===== src/hw/rtl/lchc_pkg.sv =====
// ----------------------------------------------------------------------------
// lchc_pkg
// Shared constants, types and helpers for the LRU cache hit-cost block.
// ----------------------------------------------------------------------------
package lchc_pkg;

   localparam int MAX_ENTRIES = 32;
   localparam int IDX_W       = $clog2(MAX_ENTRIES);
   localparam int CNT_W       = IDX_W + 1;
   localparam int KEY_W       = 64;
   localparam int SLOT_W      = 5;
   localparam int COST_W      = 32;
   localparam int CAP_W       = 6;

   localparam logic [COST_W-1:0] HIT_COST    = COST_W'(1);
   localparam logic [COST_W-1:0] MISS_COST   = COST_W'(5);
   localparam logic [7:0]        CASE_OFFSET = 8'd32;
   localparam logic [7:0]        CHAR_UPPER_A = 8'h41;
   localparam logic [7:0]        CHAR_UPPER_Z = 8'h5A;

   typedef enum logic [2:0] {
      ST_IDLE = 3'b001,
      ST_SCAN = 3'b010,
      ST_FIN  = 3'b100
   } state_type;

   typedef struct packed {
      logic [IDX_W-1:0] rd_addr;
      logic             key_we;
      logic [IDX_W-1:0] key_waddr;
      logic [KEY_W-1:0] key_wdata;
      logic             rank_we;
      logic [IDX_W-1:0] rank_waddr;
      logic [IDX_W-1:0] rank_wdata;
   } store_req_type;

   typedef struct packed {
      logic [KEY_W-1:0] key;
      logic [IDX_W-1:0] rank;
   } store_rsp_type;

   // fold A-Z to lowercase in every byte
   function automatic logic [KEY_W-1:0] fold_key(input logic [KEY_W-1:0] k);
      logic [KEY_W-1:0] r;
      logic [7:0]       c;
      r = '0;
      for (int b = 0; b < KEY_W / 8; b++) begin
         c = k[8*b +: 8];
         if (c >= CHAR_UPPER_A && c <= CHAR_UPPER_Z) begin
            c = c + CASE_OFFSET;
         end
         r[8*b +: 8] = c;
      end
      return r;
   endfunction

endpackage


===== src/hw/rtl/lchc_if.sv =====
// ----------------------------------------------------------------------------
// lchc_req_if / lchc_rsp_if
// Valid/ready channels for lookup requests and lookup results.
// ----------------------------------------------------------------------------
interface lchc_req_if;
   logic                        valid;
   logic                        ready;
   logic [lchc_pkg::KEY_W-1:0]  key;

   modport source (output valid, output key, input ready);
   modport sink   (input valid, input key, output ready);
endinterface

interface lchc_rsp_if;
   logic                        valid;
   logic                        ready;
   logic                        hit;
   logic [lchc_pkg::SLOT_W-1:0] slot;
   logic [lchc_pkg::COST_W-1:0] total_cost;

   modport source (output valid, output hit, output slot, output total_cost, input ready);
   modport sink   (input valid, input hit, input slot, input total_cost, output ready);
endinterface


===== src/hw/rtl/lchc_store.sv =====
// ----------------------------------------------------------------------------
// lchc_store
// Entry key memory and recency rank memory, one read port and one write
// port each, registered read data.
// ----------------------------------------------------------------------------
module lchc_store (
   input  logic                    clock,
   input  lchc_pkg::store_req_type st_req,
   output lchc_pkg::store_rsp_type st_rsp
);

   logic [lchc_pkg::KEY_W-1:0] key_mem  [lchc_pkg::MAX_ENTRIES];
   logic [lchc_pkg::IDX_W-1:0] rank_mem [lchc_pkg::MAX_ENTRIES];
   logic [lchc_pkg::KEY_W-1:0] rd_key_ff;
   logic [lchc_pkg::IDX_W-1:0] rd_rank_ff;

   always_ff @(posedge clock) begin
      if (st_req.key_we) begin
         key_mem[st_req.key_waddr] <= st_req.key_wdata;
      end
      rd_key_ff <= key_mem[st_req.rd_addr];
   end

   always_ff @(posedge clock) begin
      if (st_req.rank_we) begin
         rank_mem[st_req.rank_waddr] <= st_req.rank_wdata;
      end
      rd_rank_ff <= rank_mem[st_req.rd_addr];
   end

   assign st_rsp.key  = rd_key_ff;
   assign st_rsp.rank = rd_rank_ff;

endmodule


===== src/hw/rtl/lchc_ctrl.sv =====
// ----------------------------------------------------------------------------
// lchc_ctrl
// Lookup sequencer: scans filled entries, applies the previous recency
// update on the way, picks hit or victim and keeps the running cost.
// ----------------------------------------------------------------------------
module lchc_ctrl (
   input  logic                        clock,
   input  logic                        reset,
   input  logic [lchc_pkg::CNT_W-1:0]  cap,
   lchc_req_if.sink                    req,
   lchc_rsp_if.source                  rsp,
   output lchc_pkg::store_req_type     st_req,
   input  lchc_pkg::store_rsp_type     st_rsp
);

   localparam int IDX_W = lchc_pkg::IDX_W;
   localparam int CNT_W = lchc_pkg::CNT_W;

   lchc_pkg::state_type state_ff, state_in;

   logic [lchc_pkg::KEY_W-1:0]  key_ff, key_in;
   logic [CNT_W-1:0]            iss_ff, iss_in;
   logic                        chk_vld_ff, chk_vld_in;
   logic [IDX_W-1:0]            chk_idx_ff, chk_idx_in;
   logic                        hit_ff, hit_in;
   logic [IDX_W-1:0]            hit_idx_ff, hit_idx_in;
   logic [IDX_W-1:0]            hit_rank_ff, hit_rank_in;
   logic [IDX_W-1:0]            max_idx_ff, max_idx_in;
   logic [IDX_W-1:0]            max_rank_ff, max_rank_in;
   logic [CNT_W-1:0]            filled_ff, filled_in;
   logic                        pend_vld_ff, pend_vld_in;
   logic [IDX_W-1:0]            pend_idx_ff, pend_idx_in;
   logic [CNT_W-1:0]            pend_rank_ff, pend_rank_in;
   logic                        res_hit_ff, res_hit_in;
   logic [lchc_pkg::SLOT_W-1:0] res_slot_ff, res_slot_in;
   logic [lchc_pkg::COST_W-1:0] cost_ff, cost_in;
   logic                        rsp_vld_ff, rsp_vld_in;
   logic                        rsp_hit_ff, rsp_hit_in;
   logic [lchc_pkg::SLOT_W-1:0] rsp_slot_ff, rsp_slot_in;
   logic [lchc_pkg::COST_W-1:0] rsp_cost_ff, rsp_cost_in;

   logic                        req_fire;
   logic                        scan_done;
   logic                        out_free;
   logic [IDX_W-1:0]            cor_rank;
   logic [lchc_pkg::COST_W:0]   cost_sum;

   assign req_fire  = req.valid && req.ready;
   assign scan_done = (iss_ff == filled_ff) && !chk_vld_ff;
   assign out_free  = !rsp_vld_ff || rsp.ready;
   assign cost_sum  = {1'b0, cost_ff} +
                      {1'b0, (res_hit_ff ? lchc_pkg::HIT_COST : lchc_pkg::MISS_COST)};

   // apply the outstanding recency update to the rank just read
   always_comb begin
      if (pend_vld_ff && chk_idx_ff == pend_idx_ff) begin
         cor_rank = '0;
      end else if (pend_vld_ff && {1'b0, st_rsp.rank} < pend_rank_ff) begin
         cor_rank = st_rsp.rank + IDX_W'(1);
      end else begin
         cor_rank = st_rsp.rank;
      end
   end

   always_comb begin
      state_in     = state_ff;
      key_in       = key_ff;
      iss_in       = iss_ff;
      chk_vld_in   = 1'b0;
      chk_idx_in   = iss_ff[IDX_W-1:0];
      hit_in       = hit_ff;
      hit_idx_in   = hit_idx_ff;
      hit_rank_in  = hit_rank_ff;
      max_idx_in   = max_idx_ff;
      max_rank_in  = max_rank_ff;
      filled_in    = filled_ff;
      pend_vld_in  = pend_vld_ff;
      pend_idx_in  = pend_idx_ff;
      pend_rank_in = pend_rank_ff;
      res_hit_in   = res_hit_ff;
      res_slot_in  = res_slot_ff;
      cost_in      = cost_ff;
      rsp_vld_in   = rsp_vld_ff && !rsp.ready;
      rsp_hit_in   = rsp_hit_ff;
      rsp_slot_in  = rsp_slot_ff;
      rsp_cost_in  = rsp_cost_ff;

      st_req.rd_addr    = iss_ff[IDX_W-1:0];
      st_req.key_we     = 1'b0;
      st_req.key_waddr  = '0;
      st_req.key_wdata  = key_ff;
      st_req.rank_we    = chk_vld_ff && pend_vld_ff;
      st_req.rank_waddr = chk_idx_ff;
      st_req.rank_wdata = cor_rank;

      unique case (state_ff)
         lchc_pkg::ST_IDLE: begin
            if (req_fire) begin
               key_in      = lchc_pkg::fold_key(req.key);
               iss_in      = '0;
               hit_in      = 1'b0;
               hit_idx_in  = '0;
               hit_rank_in = '0;
               max_idx_in  = '0;
               max_rank_in = '0;
               res_hit_in  = 1'b0;
               res_slot_in = '0;
               if (cap == '0) begin
                  state_in = lchc_pkg::ST_FIN;
               end else begin
                  state_in = lchc_pkg::ST_SCAN;
               end
            end
         end
         lchc_pkg::ST_SCAN: begin
            if (iss_ff != filled_ff) begin
               iss_in     = iss_ff + CNT_W'(1);
               chk_vld_in = 1'b1;
            end
            if (chk_vld_ff) begin
               if (!hit_ff && st_rsp.key == key_ff) begin
                  hit_in      = 1'b1;
                  hit_idx_in  = chk_idx_ff;
                  hit_rank_in = cor_rank;
               end
               if (cor_rank > max_rank_ff) begin
                  max_idx_in  = chk_idx_ff;
                  max_rank_in = cor_rank;
               end
            end
            if (scan_done) begin
               state_in    = lchc_pkg::ST_FIN;
               pend_vld_in = 1'b1;
               if (hit_ff) begin
                  res_hit_in   = 1'b1;
                  res_slot_in  = lchc_pkg::SLOT_W'(hit_idx_ff);
                  pend_idx_in  = hit_idx_ff;
                  pend_rank_in = CNT_W'(hit_rank_ff);
               end else if (filled_ff < cap) begin
                  res_slot_in      = lchc_pkg::SLOT_W'(filled_ff[IDX_W-1:0]);
                  st_req.key_we    = 1'b1;
                  st_req.key_waddr = filled_ff[IDX_W-1:0];
                  filled_in        = filled_ff + CNT_W'(1);
                  pend_idx_in      = filled_ff[IDX_W-1:0];
                  pend_rank_in     = filled_ff + CNT_W'(1);
               end else begin
                  res_slot_in      = lchc_pkg::SLOT_W'(max_idx_ff);
                  st_req.key_we    = 1'b1;
                  st_req.key_waddr = max_idx_ff;
                  pend_idx_in      = max_idx_ff;
                  pend_rank_in     = CNT_W'(max_rank_ff);
               end
            end
         end
         lchc_pkg::ST_FIN: begin
            if (out_free) begin
               cost_in     = cost_sum[lchc_pkg::COST_W] ? '1 : cost_sum[lchc_pkg::COST_W-1:0];
               rsp_vld_in  = 1'b1;
               rsp_hit_in  = res_hit_ff;
               rsp_slot_in = res_slot_ff;
               rsp_cost_in = cost_in;
               state_in    = lchc_pkg::ST_IDLE;
            end
         end
         default: begin
            state_in = lchc_pkg::ST_IDLE;
         end
      endcase
   end

   always_ff @(posedge clock) begin
      if (reset) begin
         state_ff    <= lchc_pkg::ST_IDLE;
         iss_ff      <= '0;
         chk_vld_ff  <= 1'b0;
         filled_ff   <= '0;
         pend_vld_ff <= 1'b0;
         cost_ff     <= '0;
         rsp_vld_ff  <= 1'b0;
      end else begin
         state_ff    <= state_in;
         iss_ff      <= iss_in;
         chk_vld_ff  <= chk_vld_in;
         filled_ff   <= filled_in;
         pend_vld_ff <= pend_vld_in;
         cost_ff     <= cost_in;
         rsp_vld_ff  <= rsp_vld_in;
      end
   end

   always_ff @(posedge clock) begin
      key_ff       <= key_in;
      chk_idx_ff   <= chk_idx_in;
      hit_ff       <= hit_in;
      hit_idx_ff   <= hit_idx_in;
      hit_rank_ff  <= hit_rank_in;
      max_idx_ff   <= max_idx_in;
      max_rank_ff  <= max_rank_in;
      pend_idx_ff  <= pend_idx_in;
      pend_rank_ff <= pend_rank_in;
      res_hit_ff   <= res_hit_in;
      res_slot_ff  <= res_slot_in;
      rsp_hit_ff   <= rsp_hit_in;
      rsp_slot_ff  <= rsp_slot_in;
      rsp_cost_ff  <= rsp_cost_in;
   end

   assign req.ready      = (state_ff == lchc_pkg::ST_IDLE);
   assign rsp.valid      = rsp_vld_ff;
   assign rsp.hit        = rsp_hit_ff;
   assign rsp.slot       = rsp_slot_ff;
   assign rsp.total_cost = rsp_cost_ff;

   a_chk_in_scan: assert property (@(posedge clock) disable iff (reset)
      chk_vld_ff |-> state_ff == lchc_pkg::ST_SCAN)
      else $error("entry check outside scan");

   a_filled_max: assert property (@(posedge clock) disable iff (reset)
      filled_ff <= CNT_W'(lchc_pkg::MAX_ENTRIES))
      else $error("fill count beyond capacity");

   a_iss_bound: assert property (@(posedge clock) disable iff (reset)
      state_ff == lchc_pkg::ST_SCAN |-> iss_ff <= filled_ff)
      else $error("scan index past filled entries");

   a_fill_grows: assert property (@(posedge clock) disable iff (reset)
      filled_ff != $past(filled_ff) |-> $past(state_ff) == lchc_pkg::ST_SCAN
                                        && filled_ff == $past(filled_ff) + CNT_W'(1))
      else $error("fill count changed outside a miss fill");

endmodule


===== src/hw/rtl/lru_cache_hit_cost.sv =====
// ----------------------------------------------------------------------------
// lru_cache_hit_cost
// Requests: one lookup at a time; a request beat is accepted only in the idle
//   state, so a new request waits until the previous lookup has issued its response.
// Scan: the key memory read port reads one entry per cycle during the lookup scan,
//   which visits every filled entry.
// Reset: synchronous; clears capacity, fill count and running cost.
// Fully associative LRU cache with saturating hit/miss cost accounting.
// ----------------------------------------------------------------------------
module lru_cache_hit_cost (
   input  logic                        clock,
   input  logic                        reset,
   lchc_req_if.sink                    req_port,
   lchc_rsp_if.source                  rsp_port,
   input  logic                        csr_we,
   input  logic [lchc_pkg::CAP_W-1:0]  csr_wdata
);

   logic [lchc_pkg::CAP_W-1:0] cap_ff, cap_in;
   logic [lchc_pkg::CNT_W-1:0] cap_eff;
   lchc_pkg::store_req_type    st_req;
   lchc_pkg::store_rsp_type    st_rsp;

   assign cap_in = csr_we ? csr_wdata : cap_ff;

   always_ff @(posedge clock) begin
      if (reset) begin
         cap_ff <= '0;
      end else begin
         cap_ff <= cap_in;
      end
   end

   // clamp capacity to the number of physical entries
   always_comb begin
      if (cap_ff > lchc_pkg::CAP_W'(lchc_pkg::MAX_ENTRIES)) begin
         cap_eff = lchc_pkg::CNT_W'(lchc_pkg::MAX_ENTRIES);
      end else begin
         cap_eff = lchc_pkg::CNT_W'(cap_ff);
      end
   end

   lchc_ctrl u_ctrl (
      .clock  (clock),
      .reset  (reset),
      .cap    (cap_eff),
      .req    (req_port),
      .rsp    (rsp_port),
      .st_req (st_req),
      .st_rsp (st_rsp)
   );

   lchc_store u_store (
      .clock  (clock),
      .st_req (st_req),
      .st_rsp (st_rsp)
   );

endmodule


===== src/flat_wrapper.sv =====
// flat-port wrapper written by rule: the top's interface ports become plain ports
module lru_cache_hit_cost_flat 
  (clock, reset, csr_we, csr_wdata, req_port_valid, req_port_key, req_port_ready, rsp_port_valid, rsp_port_hit, rsp_port_slot, rsp_port_total_cost, rsp_port_ready);
  lchc_req_if req_port_i ();
  lchc_rsp_if rsp_port_i ();
  input  logic clock;
  input  logic reset;
  input  logic csr_we;
  input  logic [lchc_pkg::CAP_W-1:0] csr_wdata;
  input wire logic [$bits(req_port_i.valid)-1:0] req_port_valid;
  input wire logic [$bits(req_port_i.key)-1:0] req_port_key;
  output wire logic [$bits(req_port_i.ready)-1:0] req_port_ready;
  output wire logic [$bits(rsp_port_i.valid)-1:0] rsp_port_valid;
  output wire logic [$bits(rsp_port_i.hit)-1:0] rsp_port_hit;
  output wire logic [$bits(rsp_port_i.slot)-1:0] rsp_port_slot;
  output wire logic [$bits(rsp_port_i.total_cost)-1:0] rsp_port_total_cost;
  input wire logic [$bits(rsp_port_i.ready)-1:0] rsp_port_ready;
  assign req_port_i.valid = req_port_valid;
  assign req_port_i.key = req_port_key;
  assign req_port_ready = req_port_i.ready;
  assign rsp_port_valid = rsp_port_i.valid;
  assign rsp_port_hit = rsp_port_i.hit;
  assign rsp_port_slot = rsp_port_i.slot;
  assign rsp_port_total_cost = rsp_port_i.total_cost;
  assign rsp_port_i.ready = rsp_port_ready;
  lru_cache_hit_cost u_core (.clock(clock), .reset(reset), .req_port(req_port_i), .rsp_port(rsp_port_i), .csr_we(csr_we), .csr_wdata(csr_wdata));
endmodule

===== config.mk =====
export PLATFORM = sky130hd
export DESIGN_NAME = lru_cache_hit_cost_flat
export DESIGN_NICKNAME = d
export VERILOG_FILES = /design/src/hw/rtl/lchc_pkg.sv /design/src/hw/rtl/lchc_if.sv /design/src/hw/rtl/lchc_store.sv /design/src/hw/rtl/lchc_ctrl.sv /design/src/hw/rtl/lru_cache_hit_cost.sv /design/src/flat_wrapper.sv
export SDC_FILE = /design/constraint.sdc
export NUM_CORES = 2
export LEC_CHECK = 0
export BUFFER_PORTS_ARGS = -buffer_cell sky130_fd_sc_hd__clkbuf_2
export CORE_MARGIN = 5
export CORE_UTILIZATION = 31
export CTS_BUF_LIST = sky130_fd_sc_hd__clkbuf_8 sky130_fd_sc_hd__clkbuf_16
export CTS_CLUSTER_DIAMETER = 100
export DETAILED_ROUTE_END_ITERATION = 12
export PLACE_DENSITY = 0.56
export SLEW_MARGIN = 20
export SYNTH_ARGS = -nofsm -noshare
export SYNTH_HDL_FRONTEND = slang
export SYNTH_SLANG_ARGS = --single-unit

===== constraint.sdc =====
create_clock -name clock -period 8.4 [get_ports clock]
set_input_delay 1.68 -clock clock [delete_from_list [all_inputs] [get_ports clock]]
set_output_delay 1.68 -clock clock [all_outputs]
set_load 0.005 [all_outputs]

# == Word level (Yosys, flattened, before mapping) ==
# Memories as Yosys holds them, arrays and structs flattened. A register that Yosys moved wholly into a read port is not among the register bits.
# Index checks and enable logic that the tools add are counted.
# totals
regBits,201
latchBits,0
ramBits,2208
mem_bits_ro,0
input_bits,75
output_inout_bits,40
elab_cells,167
n_memories,2
# mem_list
name,words,width,read_ports,rd_ports_with_merged_regs,write_ports,line,source
u_core.u_store.key_mem,32,64,1,1,1,lchc_store.sv:12,logic [lchc_pkg::KEY_W-1:0] key_mem [lchc_pkg::MAX_ENTRIES];
u_core.u_store.rank_mem,32,5,1,1,1,lchc_store.sv:13,logic [lchc_pkg::IDX_W-1:0] rank_mem [lchc_pkg::MAX_ENTRIES];
# classes
n_addsub,12
n_mul,0
div,0
magnitude_cmp,20
eq_ne,15
shift,0
mux,58
bitwise,3
reduce_logical,34
# ops
cell,count
5-bit two-way mux,17
"8-bit by 6-bit adder with 8-bit output, second input constant",8
64-bit equality test,1
"8-bit by 7-bit greater-or-equal comparator with 1-bit output, second input constant",8
"8-bit by 7-bit <= comparator with 1-bit output, second input constant",8
8-bit two-way mux,8
5-bit case mux with 2 select lines,5
6-bit two-way mux,6
32-bit by 3-bit adder with 33-bit output,1
32-bit two-way mux,1
4-bit AND reduction,4
1-bit logical AND,15
3-bit two-way mux,5
"2-bit != test, second input constant",7
"6-bit by 1-bit adder with 6-bit output, second input constant",2
1-bit two-way mux,12
6-bit case mux with 2 select lines,1
3-bit case mux with 3 select lines,1
3-bit AND reduction,3
6-bit equality test,1
"6-bit > comparator, second input constant",1
6-bit logical NOT,1
5-bit by 6-bit < comparator with 1-bit output,1
6-bit < comparator,1
15 further kinds,24

# == Logic depth before layout (Yosys ltp) ==
# depth
word_depth,9
mapped_depth,13
depth_no_buf,13

# == Modules after synthesis ==
# Synthesis repeated with hierarchy kept, for this count alone.
# unflattened
cells_unflattened,5004
area_unflattened_um2,95460.3
# modules_own_cells
module,n_inst,cells_per_inst,area_per_inst_um2,seq_area_each_um2
lchc_store,1,4110,85530.8,67684.9
lchc_ctrl,1,869,9680.5,5305.1
lru_cache_hit_cost,1,25,249.0,120.1

# == Worst setup path after synthesis ==
# Ideal clock, no wire load.
# synth_timing
kind,flip-flop to flip-flop
from,register u_core.cap_ff[5] (netlist name)
to,memory u_core.u_store.key_mem[8][0] (netlist name) (enable)
setup_time_ns,0.565
arrival_time_ns,6.404
required_time_ns,7.835
slack_ns,1.432
path_stages_with_launch,13
n_path_buf,2
synth_period_minus_slack_ns,6.968
cell_sequence,dfxtp_1 > inv_1 > nand2_1 > ha_1 > a21oi_1 > nor2b_1 > o21ai_0 > a211o_1 > buf_2 > clkbuf_1 > nor3b_1 > o21ai_1 > nor3_1
# synth_via
elab_chain_cells,7
# synth_lines
element,line,source
"start, declared",lru_cache_hit_cost.sv:19,"logic [lchc_pkg::CAP_W-1:0] cap_ff, cap_in;"
"start signal, assigned",lru_cache_hit_cost.sv:30,cap_ff <= cap_in;
6-bit > comparator,lru_cache_hit_cost.sv:36,if (cap_ff > lchc_pkg::CAP_W'(lchc_pkg::MAX_ENTRIES)) begin
6-bit two-way mux (*),lru_cache_hit_cost.sv:36,
6-bit < comparator (*),lchc_ctrl.sv:139,end else if (filled_ff < cap) begin
5-bit two-way mux (*),lchc_ctrl.sv:139,
6-bit two-way mux (*),lchc_ctrl.sv:134,if (hit_ff) begin
6-bit two-way mux (*),lchc_ctrl.sv:131,if (scan_done) begin
6-bit two-way mux (*),lchc_ctrl.sv:96,unique case (state_ff)
"end, declared",lchc_store.sv:12,
# Mark *: on every way between the ends. The rest lies on a longest branch, timed or not.

# == Final worst setup path ==
# layout_timing
from,register u_core.u_ctrl.filled_ff[2]
to,memory u_core.u_store.key_mem[25][30] (netlist name) (enable)
# layout_via
elab_chain_cells,6
word_cells_on_any_way,9
cone_classes,1 x order compare; 1 x eq/ne; 6 x mux; 1 x reduce/logical
# layout_lines
element,line,source
"start, declared",lchc_ctrl.sv:30,"logic [CNT_W-1:0] filled_ff, filled_in;"
"start signal, assigned",lchc_ctrl.sv:184,filled_ff <= filled_in;
"parallel branches: the longest is 2 deep, another holds 6-bit < comparator",--,
6-bit two-way mux (*),lchc_ctrl.sv:131,
6-bit two-way mux (*),lchc_ctrl.sv:96,
1-bit two-way mux,lchc_store.sv:18,if (st_req.key_we) begin
1-bit two-way mux (not written as such),lchc_store.sv:19,key_mem[st_req.key_waddr] <= st_req.key_wdata;
# Mark *: on every way between the ends.

==> results by group <==
Synth
  – Post-synthesis xor/xnor area fraction: 0.00951
  – Post-synth EDFFs: 2348
  – Post-synth cell types: 64
  – Synth warnings: 0
  – Cell with the most instances after synthesis: edfxtp_1
  – Synth Net Count: 4280
  – Largest family of logic cells by synthesized area: multiplexers
  – Asr flop ratio synth: 0
  – Synth top area share: 0.743
  – Synth cell count leaders: 2348 x edfxtp_1, 690 x mux4_2, 150 x clkbuf_1
  – Post-synthesis compound-gate area fraction: 0.0114
  – Top cells by area, synth: edfxtp_1 74%, mux4_2 16%, dfxtp_1 2.7%, mux2_2 0.90%, xnor2_1 0.61%
  – Flops & latches, synth: 2478
  – Post-synthesis mux area share: 0.174
  – Cell taking the most area after synthesis: edfxtp_1
  – Adder-cell share of the synthesized area: 0.00330
  – Mapped Cells: 4180
  – Seq/Total Area, Yosys: 0.770
  – Netlist Area Pre-Place: 0.0949 mm^2
  – Syn_area_per_cell: 22.7 um^2
  – Synth Area in Simple Gates: 0.0216
  – Synth Flop Type: edfxtp_1

CTS
  – Post-CTS Resized: 0
  – Clk_lat worst skew: 930 ps
  – Post-CTS Setup Inserts: 0
  – CTS H-tree lvls: 5
  – CTS tree: built
  – Root Driver: clkbuf_16
  – Hold-fix buffers, CTS: 0
  – CTS clk-pin slew, worst paths: 60 ps
  – Num CTS Buffers: 284
  – TritonCTS Sinks: 2478
  – CTS Buffer Depth: 4

Power and ir drop
  – Power density cells: 241 mW/mm^2
  – Maximum vdd drop: 164 uV
  – Leakage power: 0.0337 uW

Flow run
  – Max Cap Viol: 0

Floorplan
  – Die Width: 563 um
  – Row count: 203
  – Die span in y: 563 um
  – IO Pins: 115
  – Die area: 0.317 mm^2
  – Core area: 0.305 mm^2
  – Starting Density: 0.311

STA
  – Final hold vios: 0
  – Max-slew violations: 0
  – Final Skew: 62.4 ps
  – Final period util: 0.585
  – Final worst slack: 3490 ps
  – Max Clock Freq: 204 MHz
  – Slew headroom: 0.170
  – Period minus WS final: 4910 ps
  – Endpoints failing setup: 0
  – Worst-Margin Slew: 1210 ps
  – Sum Neg Setup Slack: 0 ps
  – RSZ-0062 raised after global routing: no

Finish
  – Nets: 4641
  – Fill cells: 27865
  – Ratio of cells with drive above 1 in the final layout: 0.316
  – Post-route core utilization: 0.361
  – Multi-input logic area: 0.0211 mm^2
  – P&R area growth vs syn: 16.2%
  – FF/Latch Area: 0.0731 mm^2

Placed design
  – Port bufs: 114
  – Pre-CTS WS: 3480 ps
  – Routability cong.: 0.780
  – DP HPWL: 130000 um

Drt
  – Vias per cell: 5.05
  – Pre-antenna DRT Iters: 7
  – Antenna Nets Post-Route: 0
  – Routed WL: 238000 um
  – Vias: 44692
  – Wire length per cell: 26.9 um
  – Detailed router's first-iteration violation count: 4410
  – # DRC: 0

Setup path
  – Req. time, crit path: 8910 ps
  – CP Launch Type: register
  – Critical path class: reg -> reg
  – Worst Path Arrival: 5420 ps
  – CP endpoint kind: register
  – Crit path max fanout: 33

Global routing
  – Largest net degree at the start of global routing: 136
  – GRT Total Usage: 0.147
  – Remaining Overflow, GRT: 0
  – Initial antenna violation count: 13
  – First-pass GRT wire length: 341000 um
  – Number of global-route vias before repair: 45770

Worst hold path
  – Tightest Hold Check Type: reg -> reg

Outcome
  – Status: finished, final reports clean
==> metrics by stage <==
step | hold WS [ps] | std cells | total power [uW] | cell area [um^2]
after floorplan | 329 | 4180 | 14800 | 94900
after global placement | 411 | 8349 | 15300 | 101000
after detailed placement | 405 | 8352 | 15300 | 102000
after CTS | 421 | 8839 | 26800 | 110000
after global routing | 423 | 8842 | 27400 | 110000
final | 422 | 8845 | 26500 | 110000
==> critical path, stage by stage, from the launching register on <==
cell	delay, ps
dfxtp_1	710
ha_1	330
nor2b_1	130
o21ai_0	220
a211o_1	490
buf_4	390
mux2i_1	320
a21o_1	390
nor2_4	790
buf_4	680
==> worst paths after layout <==
path,start,end,slack (ps),cells past startpoint
worst max-delay path,u_core.u_ctrl.filled_ff[2],u_core.u_store.key_mem[25][30],3490,9
worst min-delay path,u_core.u_ctrl.res_slot_ff[0],u_core.u_ctrl.rsp.slot[0],420,0
worst max register to register,u_core.u_ctrl.filled_ff[2],u_core.u_store.key_mem[25][30],3490,9
worst min register to register,u_core.u_ctrl.res_slot_ff[0],u_core.u_ctrl.rsp.slot[0],420,0
==> layout make-up <==
| type | instances | area share |
|---|---|---|
| multi-input combinational | 1459 | 0.192 |
| sequential | 2478 | 0.663 |
| clock buffer | 309 | 0.0683 |
| clock inverter | 178 | 0.0103 |
| inverter | 43 | 0.00149 |
| antenna | 3 | 0.0000681 |
| timing repair buffer | 275 | 0.0186 |
| tap | 4100 | 0.0465 |
==> report_power, final <==
part / internal (uW) / switching, uW / leakage (uW) / total [uW]
logic: 522 / 740 / 0.00693 / 1260
clock network: 6800 / 4720 / 0.00453 / 11500
registers: 13700 / 71.3 / 0.0222 / 13800
total: 21000 / 5530 / 0.0337 / 26500
==> metal layers <==
metal	vias up	GRT usage	wire, um
li1	18356	-	-
met1	24413	0.207	103000
met2	1568	0.240	115000
met3	345	0.0258	15100
met4	10	0.0334	4780
met5	-	0	68
==> flip-flops by register name, indices dropped and copies added, names as in the netlist, 32 cells and up <==
name	flops
u_core.u_store.key_mem	2048
u_core.u_store.rank_mem	160
u_core.u_ctrl.key_ff	64
u_core.u_store.rd_key_ff	64
u_core.u_ctrl.cost_ff	32
u_core.u_ctrl.rsp.total_cost	32
==> cells by family (layout without fill, tap and decap cells) <==
family,after synthesis,after routing
compound gates,139,139
xor+xnor,103,103
fa+ha+maj,25,25
buf+inv,243,805
flops,2478,2478
mux,778,778
other cells,0,3
simple gates,414,414
==> cell usage in the layout (no fill, tap or decap), drive strengths merged, types with 10 or more instances in the layout <==
cell    Yosys  routed
edfxtp   2348    2348
mux4      690     690
clkbuf    150     423
buf        50     161
nor2      140     140
dfxtp     130     130
inv        43     116
nand2      93      93
clkinv      0      89
mux2       76      76
xnor2      66      66
xor2       37      37
a21oi      32      32
nor3       28      28
ha         25      25
nand4      22      22
nand3      20      20
o21ai      19      19
a311oi     17      17
o22ai      15      15
and3       14      14
nor4       14      14
bufinv      0      13
or4        12      12
and2       12      12
mux2i      12      12
a21o       10      10
(Power assumes the default switching activity.)
